## src/hdl/sgrs_pkg.sv

```systemverilog
`timescale 1ns / 1ps
// ----------------------------------------------------------------------------
// sgrs_pkg - shared definitions for the reflect-edge smoothing filter
// Field widths, derived datapath widths, opcodes and the MAC control bundle.
// ----------------------------------------------------------------------------
package sgrs_pkg;

    // Core sizes
    localparam int MAX_WINDOW  = 31;
    localparam int SAMPLE_BITS = 32;
    localparam int COEF_BITS   = 18;
    localparam int FRAC_BITS   = 16;

    // Half-window register
    localparam int HW_BITS  = 4;
    localparam int HW_RESET = 2;
    localparam int HALF_MAX = (MAX_WINDOW - 1) / 2;

    // Sample ring buffer: power-of-two depth above the largest window
    localparam int PTR_W      = $clog2(MAX_WINDOW + 1);
    localparam int SBUF_DEPTH = 1 << PTR_W;

    // Coefficient table
    localparam int CIDX_BITS = 5;
    localparam int CADDR_W   = $clog2(MAX_WINDOW);

    // Datapath widths: reflected operand, product, accumulator, rounded sum
    localparam int OP_W   = SAMPLE_BITS + 2;
    localparam int PROD_W = OP_W + COEF_BITS;
    localparam int ACC_W  = PROD_W + PTR_W;
    localparam int RND_W  = ACC_W - FRAC_BITS;

    // Cycles from the last tap issue until the rounded sum is registered
    localparam int DRAIN_CYC = 4;
    localparam int DCNT_W    = $clog2(DRAIN_CYC);

    // Stream and register port widths
    localparam int S_TDATA_W  = ((CIDX_BITS + COEF_BITS + SAMPLE_BITS + 7) / 8) * 8;
    localparam int M_TDATA_W  = ((SAMPLE_BITS + 7) / 8) * 8;
    localparam int APB_DATA_W = 32;
    localparam int PADDR_W    = 3;

    // Opcodes (carried on s_tuser)
    localparam logic OPC_LOAD   = 1'b0;
    localparam logic OPC_SAMPLE = 1'b1;

    // Register indexes
    localparam logic [PADDR_W-3:0] REG_HALF_WINDOW = '0;

    // Per-cycle control for the shared multiply-accumulate unit
    typedef struct packed {
        logic issue;    // tap read issued this cycle
        logic clear;    // first tap of an output: restart the accumulator
        logic reflect;  // tap uses 2*edge - sample
    } mac_ctrl_t;

endpackage

```

## src/hdl/sgrs_ram.sv

```systemverilog
`timescale 1ns / 1ps
// ----------------------------------------------------------------------------
// sgrs_ram - generic single-write, single-read RAM
// One write port and one read port with registered read data.
// ----------------------------------------------------------------------------
module sgrs_ram #(
    parameter int WIDTH = 32,
    parameter int DEPTH = 32
) (
    input  logic                     aclk,
    input  logic                     we,
    input  logic [$clog2(DEPTH)-1:0] waddr,
    input  logic [WIDTH-1:0]         wdata,
    input  logic                     re,
    input  logic [$clog2(DEPTH)-1:0] raddr,
    output logic [WIDTH-1:0]         rdata
);

    logic [WIDTH-1:0] mem [DEPTH];
    logic [WIDTH-1:0] rdata_reg;

    // Write port
    always_ff @(posedge aclk) begin
        if (we) begin
            mem[waddr] <= wdata;
        end
    end

    // Registered read, held while re is low
    always_ff @(posedge aclk) begin
        if (re) begin
            rdata_reg <= mem[raddr];
        end
    end

    assign rdata = rdata_reg;

endmodule

```

## src/hdl/sgrs_mac.sv

```systemverilog
`timescale 1ns / 1ps
// ----------------------------------------------------------------------------
// sgrs_mac - shared tap multiply-accumulate unit
// Forms the (optionally reflected) operand, multiplies by the coefficient,
// accumulates, rounds half up to the sample grid and saturates.
// ----------------------------------------------------------------------------
module sgrs_mac (
    input  logic                                 aclk,
    input  logic                                 aresetn,
    input  sgrs_pkg::mac_ctrl_t                  ctrl,
    input  logic signed [sgrs_pkg::SAMPLE_BITS-1:0] edge_value,
    input  logic signed [sgrs_pkg::SAMPLE_BITS-1:0] samp_rdata,
    input  logic signed [sgrs_pkg::COEF_BITS-1:0]   coef_rdata,
    output logic signed [sgrs_pkg::SAMPLE_BITS-1:0] result
);

    localparam int SB = sgrs_pkg::SAMPLE_BITS;

    logic                                    iss_d_reg;
    logic                                    refl_d_reg;
    logic                                    va_reg;
    logic                                    vb_reg;
    logic signed [sgrs_pkg::OP_W-1:0]        opnd_reg;
    logic signed [sgrs_pkg::COEF_BITS-1:0]   coef_q_reg;
    logic signed [sgrs_pkg::PROD_W-1:0]      prod_reg;
    logic signed [sgrs_pkg::ACC_W-1:0]       acc_reg;
    logic signed [sgrs_pkg::RND_W-1:0]       rnd_reg;

    logic signed [sgrs_pkg::OP_W-1:0]        edge2;
    logic signed [sgrs_pkg::OP_W-1:0]        samp_ext;
    logic signed [sgrs_pkg::OP_W-1:0]        opnd;
    logic signed [sgrs_pkg::ACC_W-1:0]       prod_ext;
    logic signed [sgrs_pkg::ACC_W-1:0]       rsum;
    logic                                    in_range;

    // Tap flags follow the RAM read latency
    always_ff @(posedge aclk) begin
        if (!aresetn) begin
            iss_d_reg <= 1'b0;
            va_reg    <= 1'b0;
            vb_reg    <= 1'b0;
        end else begin
            iss_d_reg <= ctrl.issue;
            va_reg    <= iss_d_reg;
            vb_reg    <= va_reg;
        end
    end

    always_ff @(posedge aclk) begin
        refl_d_reg <= ctrl.reflect;
    end

    // Operand: sample, or point reflection about the edge sample
    assign edge2    = {edge_value[SB-1], edge_value, 1'b0};
    assign samp_ext = {{2{samp_rdata[SB-1]}}, samp_rdata};
    assign opnd     = refl_d_reg ? (edge2 - samp_ext) : samp_ext;

    always_ff @(posedge aclk) begin
        if (iss_d_reg) begin
            opnd_reg   <= opnd;
            coef_q_reg <= coef_rdata;
        end
    end

    // Product stage
    always_ff @(posedge aclk) begin
        prod_reg <= opnd_reg * coef_q_reg;
    end

    assign prod_ext = {{(sgrs_pkg::ACC_W - sgrs_pkg::PROD_W){prod_reg[sgrs_pkg::PROD_W-1]}},
                       prod_reg};

    // Accumulator, restarted on the first tap of each output
    always_ff @(posedge aclk) begin
        if (ctrl.clear) begin
            acc_reg <= '0;
        end else if (vb_reg) begin
            acc_reg <= acc_reg + prod_ext;
        end
    end

    // Round half up, then drop the fraction bits
    assign rsum = acc_reg + sgrs_pkg::ACC_W'(1 << (sgrs_pkg::FRAC_BITS - 1));

    always_ff @(posedge aclk) begin
        rnd_reg <= rsum[sgrs_pkg::ACC_W-1:sgrs_pkg::FRAC_BITS];
    end

    // Saturate to the sample range
    assign in_range = (rnd_reg[sgrs_pkg::RND_W-1:SB-1] == '0) ||
                      (rnd_reg[sgrs_pkg::RND_W-1:SB-1] == '1);

    always_comb begin
        if (in_range) begin
            result = rnd_reg[SB-1:0];
        end else if (rnd_reg[sgrs_pkg::RND_W-1]) begin
            result = {1'b1, {(SB-1){1'b0}}};
        end else begin
            result = {1'b0, {(SB-1){1'b1}}};
        end
    end

endmodule

```

## src/hdl/savitzky_golay_reflect_smoother.sv

```systemverilog
`timescale 1ns / 1ps
// ----------------------------------------------------------------------------
// savitzky_golay_reflect_smoother - windowed smoother with reflected edges
// Each filtered output issues W = 2*half_window+1 taps (half_window 0 acts
// as 1) through one shared multiplier, drains the MAC pipeline and loads
// the output slot, waiting while it is full. A short channel reads and loads
// each sample in turn; loads and quiet samples leave the block idle.
// Reset: synchronous, active low; clears control, half_window returns to 2;
// coefficient and sample RAMs are not cleared.
// ----------------------------------------------------------------------------
module savitzky_golay_reflect_smoother (
    input  logic                               aclk,
    input  logic                               aresetn,
    // Input stream
    input  logic                               s_tvalid,
    output logic                               s_tready,
    // [4:0] coef_index, [22:5] coef_value, [54:23] sample_value
    input  logic [sgrs_pkg::S_TDATA_W-1:0]     s_tdata,
    input  logic                               s_tlast,   // end_of_channel
    input  logic                               s_tuser,   // [0] opcode
    // Result stream
    output logic                               m_tvalid,
    input  logic                               m_tready,
    // [31:0] smoothed_value
    output logic [sgrs_pkg::M_TDATA_W-1:0]     m_tdata,
    output logic                               m_tlast,   // channel_done
    // [0] passed_through, [1] last_in_run
    output logic [1:0]                         m_tuser,
    // Configuration
    input  logic                               psel,
    input  logic                               penable,
    input  logic                               pwrite,
    input  logic [sgrs_pkg::PADDR_W-1:0]       paddr,
    input  logic [sgrs_pkg::APB_DATA_W-1:0]    pwdata,
    output logic [sgrs_pkg::APB_DATA_W-1:0]    prdata,
    output logic                               pready
);

    localparam int PW = sgrs_pkg::PTR_W;
    localparam int SB = sgrs_pkg::SAMPLE_BITS;

    typedef enum logic [5:0] {
        ST_IDLE  = 6'b000001,
        ST_TAPS  = 6'b000010,
        ST_DRAIN = 6'b000100,
        ST_OUT   = 6'b001000,
        ST_PREAD = 6'b010000,
        ST_POUT  = 6'b100000
    } state_t;

    state_t                             st_reg, st_next;
    logic [sgrs_pkg::HW_BITS-1:0]       hw_reg, hw_next;
    logic [PW-1:0]                      cnt_reg, cnt_next;
    logic [PW-1:0]                      wp_reg, wp_next;
    logic [PW-1:0]                      base_reg, base_next;
    logic [PW-1:0]                      r_reg, r_next;
    logic [PW-1:0]                      j_reg, j_next;
    logic [PW-1:0]                      last_reg, last_next;
    logic [sgrs_pkg::DCNT_W-1:0]        dcnt_reg, dcnt_next;
    logic                               start_reg, start_next;
    logic                               end_reg, end_next;
    logic [SB-1:0]                      first_reg, first_next;
    logic [SB-1:0]                      x_reg, x_next;
    logic                               mv_reg, mv_next;
    logic [SB-1:0]                      md_reg, md_next;
    logic                               ml_reg, ml_next;
    logic [1:0]                         mu_reg, mu_next;

    // Input fields
    logic                               in_opcode;
    logic [sgrs_pkg::CIDX_BITS-1:0]     in_coef_idx;
    logic [sgrs_pkg::COEF_BITS-1:0]     in_coef_val;
    logic [SB-1:0]                      in_sample;

    logic                               s_accept;
    logic                               cfg_we;
    logic                               out_free;
    logic                               out_load;
    logic                               run_last;

    logic [sgrs_pkg::HW_BITS-1:0]       h_eff;
    logic [PW-1:0]                      w_cur;
    logic [PW:0]                        w_ext;
    logic [PW:0]                        h_ext;
    logic [PW-1:0]                      c_cur;
    logic [PW:0]                        c_plus;
    logic [PW-1:0]                      cnt_after;

    logic [PW:0]                        e_idx;
    logic [PW:0]                        l_idx;
    logic                               refl;
    logic [PW-1:0]                      tap_addr;

    logic                               samp_we;
    logic                               samp_re;
    logic [PW-1:0]                      samp_raddr;
    logic [SB-1:0]                      samp_rdata;
    logic                               coef_we;
    logic [sgrs_pkg::COEF_BITS-1:0]     coef_rdata;
    logic [SB-1:0]                      edge_value;
    logic [SB-1:0]                      mac_result;
    sgrs_pkg::mac_ctrl_t                mac_ctrl;

    assign in_opcode   = s_tuser;
    assign in_coef_idx = s_tdata[sgrs_pkg::CIDX_BITS-1:0];
    assign in_coef_val = s_tdata[sgrs_pkg::CIDX_BITS +: sgrs_pkg::COEF_BITS];
    assign in_sample   = s_tdata[sgrs_pkg::CIDX_BITS + sgrs_pkg::COEF_BITS +: SB];

    assign s_tready = (st_reg == ST_IDLE);
    assign s_accept = s_tvalid && s_tready;

    // Configuration port
    assign pready = 1'b1;
    assign cfg_we = psel && penable && pwrite &&
                    (paddr[sgrs_pkg::PADDR_W-1:2] == sgrs_pkg::REG_HALF_WINDOW);
    assign prdata = (paddr[sgrs_pkg::PADDR_W-1:2] == sgrs_pkg::REG_HALF_WINDOW) ?
                    sgrs_pkg::APB_DATA_W'(hw_reg) : '0;

    // Effective half window and window length
    always_comb begin
        if (hw_reg == '0) begin
            h_eff = sgrs_pkg::HW_BITS'(1);
        end else if (int'(hw_reg) > sgrs_pkg::HALF_MAX) begin
            h_eff = sgrs_pkg::HW_BITS'(sgrs_pkg::HALF_MAX);
        end else begin
            h_eff = hw_reg;
        end
    end

    assign w_cur     = PW'({h_eff, 1'b1});
    assign w_ext     = {1'b0, w_cur};
    assign h_ext     = (PW + 1)'(h_eff);
    assign c_cur     = (cnt_reg > w_cur) ? w_cur : cnt_reg;
    assign c_plus    = {1'b0, c_cur} + (PW + 1)'(1);
    assign cnt_after = (c_plus < w_ext) ? c_plus[PW-1:0] : w_cur;

    // Tap to window index: reflect before the start or past the end
    assign e_idx = {1'b0, r_reg} + {1'b0, j_reg};

    always_comb begin
        refl  = 1'b0;
        l_idx = e_idx;
        if (start_reg) begin
            if (e_idx < h_ext) begin
                refl  = 1'b1;
                l_idx = h_ext - e_idx;
            end else begin
                l_idx = e_idx - h_ext;
            end
        end else if (e_idx >= w_ext) begin
            refl  = 1'b1;
            l_idx = (w_ext << 1) - (PW + 1)'(2) - e_idx;
        end
    end

    assign tap_addr = base_reg + l_idx[PW-1:0];

    // Memory ports
    assign samp_we    = s_accept && (in_opcode == sgrs_pkg::OPC_SAMPLE);
    assign samp_re    = (st_reg == ST_TAPS) || (st_reg == ST_PREAD);
    assign samp_raddr = (st_reg == ST_PREAD) ? (base_reg + r_reg) : tap_addr;
    assign coef_we    = s_accept && (in_opcode == sgrs_pkg::OPC_LOAD) &&
                        (int'(in_coef_idx) < sgrs_pkg::MAX_WINDOW);

    sgrs_ram #(
        .WIDTH (SB),
        .DEPTH (sgrs_pkg::SBUF_DEPTH)
    ) u_samp_ram (
        .aclk  (aclk),
        .we    (samp_we),
        .waddr (wp_reg),
        .wdata (in_sample),
        .re    (samp_re),
        .raddr (samp_raddr),
        .rdata (samp_rdata)
    );

    sgrs_ram #(
        .WIDTH (sgrs_pkg::COEF_BITS),
        .DEPTH (sgrs_pkg::MAX_WINDOW)
    ) u_coef_ram (
        .aclk  (aclk),
        .we    (coef_we),
        .waddr (sgrs_pkg::CADDR_W'(in_coef_idx)),
        .wdata (in_coef_val),
        .re    (mac_ctrl.issue),
        .raddr (j_reg[sgrs_pkg::CADDR_W-1:0]),
        .rdata (coef_rdata)
    );

    // Shared multiply-accumulate
    assign mac_ctrl.issue   = (st_reg == ST_TAPS);
    assign mac_ctrl.clear   = (st_reg == ST_TAPS) && (j_reg == '0);
    assign mac_ctrl.reflect = refl;
    assign edge_value       = start_reg ? first_reg : x_reg;

    sgrs_mac u_mac (
        .aclk       (aclk),
        .aresetn    (aresetn),
        .ctrl       (mac_ctrl),
        .edge_value (edge_value),
        .samp_rdata (samp_rdata),
        .coef_rdata (coef_rdata),
        .result     (mac_result)
    );

    // Output slot
    assign out_free = !mv_reg || m_tready;
    assign run_last = (r_reg == last_reg);
    assign out_load = ((st_reg == ST_OUT) || (st_reg == ST_POUT)) && out_free;

    // Sequencer
    always_comb begin
        st_next    = st_reg;
        hw_next    = hw_reg;
        cnt_next   = cnt_reg;
        wp_next    = wp_reg;
        base_next  = base_reg;
        r_next     = r_reg;
        j_next     = j_reg;
        last_next  = last_reg;
        dcnt_next  = dcnt_reg;
        start_next = start_reg;
        end_next   = end_reg;
        first_next = first_reg;
        x_next     = x_reg;
        mv_next    = mv_reg && !m_tready;
        md_next    = md_reg;
        ml_next    = ml_reg;
        mu_next    = mu_reg;

        // Register write abandons the current channel
        if (cfg_we) begin
            hw_next  = pwdata[sgrs_pkg::HW_BITS-1:0];
            cnt_next = '0;
        end

        case (st_reg)
            ST_IDLE: begin
                if (s_accept && (in_opcode == sgrs_pkg::OPC_SAMPLE)) begin
                    wp_next    = wp_reg + PW'(1);
                    base_next  = wp_reg + PW'(1) - cnt_after;
                    x_next     = in_sample;
                    r_next     = '0;
                    j_next     = '0;
                    end_next   = s_tlast;
                    start_next = 1'b0;
                    cnt_next   = s_tlast ? '0 : cnt_after;
                    if (c_cur == '0) begin
                        first_next = in_sample;
                    end
                    if (s_tlast) begin
                        if (c_plus < w_ext) begin
                            // short channel: pass samples through
                            last_next = c_cur;
                            st_next   = ST_PREAD;
                        end else begin
                            last_next = PW'(h_eff);
                            st_next   = ST_TAPS;
                        end
                    end else if (c_plus == w_ext - (PW + 1)'(1)) begin
                        // start of channel: first h outputs
                        start_next = 1'b1;
                        last_next  = PW'(h_eff) - PW'(1);
                        st_next    = ST_TAPS;
                    end else if (c_plus >= w_ext) begin
                        last_next = '0;
                        st_next   = ST_TAPS;
                    end
                end
            end
            ST_TAPS: begin
                j_next = j_reg + PW'(1);
                if (j_reg == w_cur - PW'(1)) begin
                    j_next    = '0;
                    dcnt_next = '0;
                    st_next   = ST_DRAIN;
                end
            end
            ST_DRAIN: begin
                dcnt_next = dcnt_reg + sgrs_pkg::DCNT_W'(1);
                if (dcnt_reg == sgrs_pkg::DCNT_W'(sgrs_pkg::DRAIN_CYC - 1)) begin
                    st_next = ST_OUT;
                end
            end
            ST_OUT: begin
                if (out_free) begin
                    mv_next = 1'b1;
                    md_next = mac_result;
                    ml_next = end_reg && run_last;
                    mu_next = {run_last, 1'b0};
                    if (run_last) begin
                        st_next = ST_IDLE;
                    end else begin
                        r_next  = r_reg + PW'(1);
                        st_next = ST_TAPS;
                    end
                end
            end
            ST_PREAD: begin
                st_next = ST_POUT;
            end
            ST_POUT: begin
                if (out_free) begin
                    mv_next = 1'b1;
                    md_next = samp_rdata;
                    ml_next = end_reg && run_last;
                    mu_next = {run_last, 1'b1};
                    if (run_last) begin
                        st_next = ST_IDLE;
                    end else begin
                        r_next  = r_reg + PW'(1);
                        st_next = ST_PREAD;
                    end
                end
            end
            default: begin
                st_next = ST_IDLE;
            end
        endcase
    end

    // Control registers
    always_ff @(posedge aclk) begin
        if (!aresetn) begin
            st_reg   <= ST_IDLE;
            hw_reg   <= sgrs_pkg::HW_BITS'(sgrs_pkg::HW_RESET);
            cnt_reg  <= '0;
            wp_reg   <= '0;
            r_reg    <= '0;
            j_reg    <= '0;
            dcnt_reg <= '0;
            mv_reg   <= 1'b0;
        end else begin
            st_reg   <= st_next;
            hw_reg   <= hw_next;
            cnt_reg  <= cnt_next;
            wp_reg   <= wp_next;
            r_reg    <= r_next;
            j_reg    <= j_next;
            dcnt_reg <= dcnt_next;
            mv_reg   <= mv_next;
        end
    end

    // Payload registers
    always_ff @(posedge aclk) begin
        base_reg  <= base_next;
        last_reg  <= last_next;
        start_reg <= start_next;
        end_reg   <= end_next;
        first_reg <= first_next;
        x_reg     <= x_next;
        md_reg    <= md_next;
        ml_reg    <= ml_next;
        mu_reg    <= mu_next;
    end

    assign m_tvalid = mv_reg;
    assign m_tdata  = sgrs_pkg::M_TDATA_W'(md_reg);
    assign m_tlast  = ml_reg;
    assign m_tuser  = mu_reg;

`ifndef SYNTHESIS
    a_idle_no_issue: assert property (@(posedge aclk) disable iff (!aresetn)
        s_tready |-> !mac_ctrl.issue)
        else $error("tap issued while accepting requests");

    a_cnt_bound: assert property (@(posedge aclk) disable iff (!aresetn)
        cnt_reg <= w_cur)
        else $error("buffered sample count exceeds window");

    a_last_idle: assert property (@(posedge aclk) disable iff (!aresetn)
        (out_load && run_last) |=> (st_reg == ST_IDLE))
        else $error("sequencer busy after last result of request");

    a_out_after_drain: assert property (@(posedge aclk) disable iff (!aresetn)
        ((st_reg == ST_OUT) && !$past(st_reg == ST_OUT)) |-> $past(st_reg == ST_DRAIN))
        else $error("result taken before MAC pipeline drained");
`endif

endmodule
```

## config.mk

```make
export PLATFORM = sky130hd
export DESIGN_NAME = savitzky_golay_reflect_smoother
export DESIGN_NICKNAME = d
export VERILOG_FILES = /design/src/hdl/sgrs_pkg.sv /design/src/hdl/sgrs_ram.sv /design/src/hdl/sgrs_mac.sv /design/src/hdl/savitzky_golay_reflect_smoother.sv
export SDC_FILE = /design/constraint.sdc
export NUM_CORES = 2
export LEC_CHECK = 0
export BUFFER_PORTS_ARGS = -buffer_cell sky130_fd_sc_hd__buf_2
export CAP_MARGIN = 5
export CORE_ASPECT_RATIO = 1.25
export CORE_UTILIZATION = 60
export CTS_BUF_LIST = sky130_fd_sc_hd__clkbuf_16
export DETAILED_ROUTE_END_ITERATION = 6
export PLACE_DENSITY = 0.77
export SLEW_MARGIN = 25
export SYNTH_ARGS = -nofsm -noshare
export SYNTH_HDL_FRONTEND = slang
export SYNTH_SLANG_ARGS = --single-unit
```

## constraint.sdc

```tcl
create_clock -name aclk -period 8.1 [get_ports aclk]
set_input_delay 0 -clock aclk [delete_from_list [all_inputs] [get_ports aclk]]
set_output_delay 0 -clock aclk [all_outputs]
set_load 0.01 [all_outputs]
```

==> summary.md <==
| Metric | Value |
|---|---|
| Hold Path End | cnt_reg[1] |
| Int Pwr | 0.0215 W |
| CTS-repair resized insts | 0 |
| Mapped cell area | slightly above 100000 um2 |
| Sw Share | between 30% and 40% |
| Most frequent cell after synthesis | edfxtp_1 |
| R2R cell count | 22 |
| Biggest area consumer among synthesized cells | edfxtp_1 |
| Net load switching power | just over 0.01 W |
| TritonCTS clock tree | yes |
| Slew @ Worst Pin | roughly 1100 ps |
| Longest Clk Path Bufs | 3 |
| Fillers | around 11000 |
| Minimum hold slack | between 30 and 40 ps |
| Initial antenna violation count | 7 |
| Dpl cells | around 8900 |
| Post-synth EDFFs | about 1800 |
| FF-to-FF Start | u_mac.coef_q_reg[8] |
| Gr busiest metal | met2 |
| Mux cell area share after synthesis | between 10% and 20% |
| Worst Path Required | 8820 ps |
| Synth cell count leaders | edfxtp_1 (1795), inv_1 (732), fa_1 (592) |
| Via density | 6.40 |
| Area growth from synthesis to layout | 10.5% |
| Row count | ~170 |
| Met1 GRT Util | between 30% and 40% |
| Grt met3 use | roughly 5.5% |
| Worst r2r dst | u_mac.prod_reg[51] |
| Full die area | approximately 170000 um2 |
| Final min period | ~7300 ps |
| Main combinational cell family by area after synthesis | adder cells |
| Layout cell share with drive strength beyond 1 | 17.3% |
| WL final | 262000 um |
| Sequential Area | ~58000 um2 |
| CP arrival | between 8000 and 9000 ps |
| Final Setup Violations | 0 |
| Relative slew slack | a little over a quarter |
| IO Pins | between 150 and 200 |
| Unrepaired setup endpoints after global routing | false |
| Worst clock skew | approximately 49 ps |
| Pre-antenna DRT Iters | 7 |
| Post-synth top area share | a little over half |
| Multi-input gate area in the final layout | 40400 um2 |
| GRT Util Overall | between 30% and 40% |
| Hold path start | paddr[2] |
| Startpoint Class | register |
| Pwr Total | around 0.032 W |
| Non-Filler Instances | between 9000 and 10000 |
| Pwr Density | between 200 and 300 nW/um2 |
| Height of the die | ~460 um |
| Synth Area in Simple Gates | ~6.1% |
| Max reg flops | 1024 |
| Synth Area in Adders | approximately 15% |
| Hold-critical path depth | 5 |
| Worst-Skew Late Latency | 850 ps |
| Setup CP Type | register to register |
| Vias post-DR | between 50000 and 60000 |
| Cell variety after synth | a little under 90 |
| HPWL Detailed | 159000 um |
| Met2 usage | ~52% |
| Root Buffer | clkbuf_16 |
| Fin Setup TNS | 0 ps |
| Hold Vio Cnt, Final | 0 |
| Slew Limit Fails | 0 |
| CP Launch Point | u_mac.coef_q_reg[8] |
| CP Capture Type | register |
| H-tree lvl count | 4 |
| Post-synth top flop | edfxtp_1 |
| Num CTS Buffers | 178 |
| Global-route wire length before repair | ~390000 um |
| Seq cells post-synth | slightly below 2000 |
| Hold Path Class | input pin to register |
| Total leakage power | slightly above 40 nW |
| Compound-cell area share of the yosys netlist | roughly 4.1% |
| Starting DRC count in detailed routing | slightly below 7000 |
| Seq pwr share | 37.8% |
| Initial Utilization | 60.5% |
| Syn Area/Cell | approximately 15 um2 |
| Failing checks | DRC |
| Final #Nets | between 7000 and 8000 |
| CTS sink cnt | a little under 2000 |
| WL/cell | around 28 um |
| Asr flop ratio synth | 0% |
| Synth top area cells | edfxtp_1 (53%), fa_1 (12%), mux4_2 (11%) |
| Final RePlAce weighted congestion | 0.954 |
| Routed Antenna Nets | 0 |
| Post-Syn Instances | around 6700 |
| Chip width | ~370 um |
| Largest net degree at the start of global routing | 77 |
| Outcome | finished with violations |
| Seq/Total Area, Yosys | a little under three fifths |
| YS warnings | 0 |
| Peak supply drop | 331 uV |
| Grt total ovfl | 0 |
| Post-synthesis xor/xnor area fraction | 1.75% |
| Fin crit share | 90.2% |
| Comb power frac | 35.0% |
| Reg2reg setup slack | between 700 and 800 ps |
| Core area | roughly 170000 um2 |
| Vias in the first global route | just over 60000 |
| Clock group share of total power | between 20 and 30% |
| Residual DRC | 2 |
| Maxcap violations | 0 |
| CTS clock-pin slew for the worst setup and hold paths | ~60 ps |
| CP Max Fanout | 20 |
| Fmax | around 140 MHz |
| Buffers on Ports | 109 |
## stage by stage
step / utilization (%) / area (um2) / setup slack [ps]
final: 66.9 / 112000 / 798
after global routing: 66.9 / 112000 / 634
after CTS: 66.8 / 112000 / 858
after detailed placement: 62.8 / 105000 / 861
after global placement: 62.8 / 105000 / 954
after floorplan: - / 102000 / 1580
## layout make-up
cell class,count,share of cell area (%)
Sequential cell,1982,51.3
Multi-Input combinational cell,3671,35.9
Clock buffer,185,4.12
Timing Repair Buffer,354,2.50
Tap cell,2210,2.46
Inverter,732,2.45
Clock inverter,147,1.20
Antenna cell,9,0.0200
## power by group through the flow
stage	registers (W)	clock network (W)	logic, W
global placement	0.0122	0	0.0107
CTS	0.0120	0.00874	0.0111
finish	0.0120	0.00868	0.0112
floorplan	0.0121	0	0.00798
global route	0.0121	0.00907	0.0121
detailed placement	0.0122	0	0.0109
## worst max path at each step
stage / end / slack (ps) / depth (start not counted)
after floorplan: u_mac.prod_reg[51] / 1580 / 25
after global placement: u_mac.prod_reg[51] / 950 / 21
after detailed placement: u_mac.prod_reg[51] / 860 / 21
after CTS: u_mac.prod_reg[51] / 860 / 21
after global routing: u_mac.prod_reg[48] / 630 / 23
final: u_mac.prod_reg[51] / 800 / 22
## placed cells by master (no fill, tap or decap), types with 109 or more instances in the layout
| cell type | count |
|---|---|
| edfxtp_1 | 1795 |
| inv_1 | 746 |
| fa_1 | 591 |
| nand2_1 | 522 |
| mux4_2 | 482 |
| ha_1 | 259 |
| and2_1 | 253 |
| clkbuf_16 | 185 |
| dfxtp_1 | 180 |
| a21oi_1 | 178 |
| nor2_1 | 162 |
| o21ai_0 | 149 |
| xnor2_1 | 144 |
| buf_4 | 144 |
| a21o_1 | 117 |
| buf_2 | 109 |
## routing by layer
metal  wire, um  vias up
li1           -    24542
met1      93100    30407
met2     130000     3726
met3      24300      790
met4      14400        6
met5         47        -
## critical path: stages, from the launching register on
cell       delay (ps)
edfxtp_1          970
buf_4             310
and2_1            160
fa_1              410
inv_1              80
fa_1              430
fa_1              510
inv_1              50
fa_1              480
fa_1              500
inv_1              50
fa_1              580
inv_1              70
ha_1              350
a21o_1            210
a211o_1           290
a221o_1           360
a31oi_4           250
a21oi_2           170
a2111oi_2         440
o31ai_1           210
o22a_1            210
xnor2_1           130
## repair_timing
action                      CTS  global route
setup endpoints to repair     0             0
setup buffers                 0             0
hold buffers                 85             0
hold endpoints to repair   1852             0
## cell families after synthesis
group,Yosys count
XOR/XNOR,201
AO/OA/AOI/OAI,642
adder cells (fa/ha/maj),852
multiplexers,645
buffers and inverters,1069
other,2
flip-flops,1982
AND/OR/NAND/NOR,1302
No activity file was read; power rests on OpenSTA's default activity.
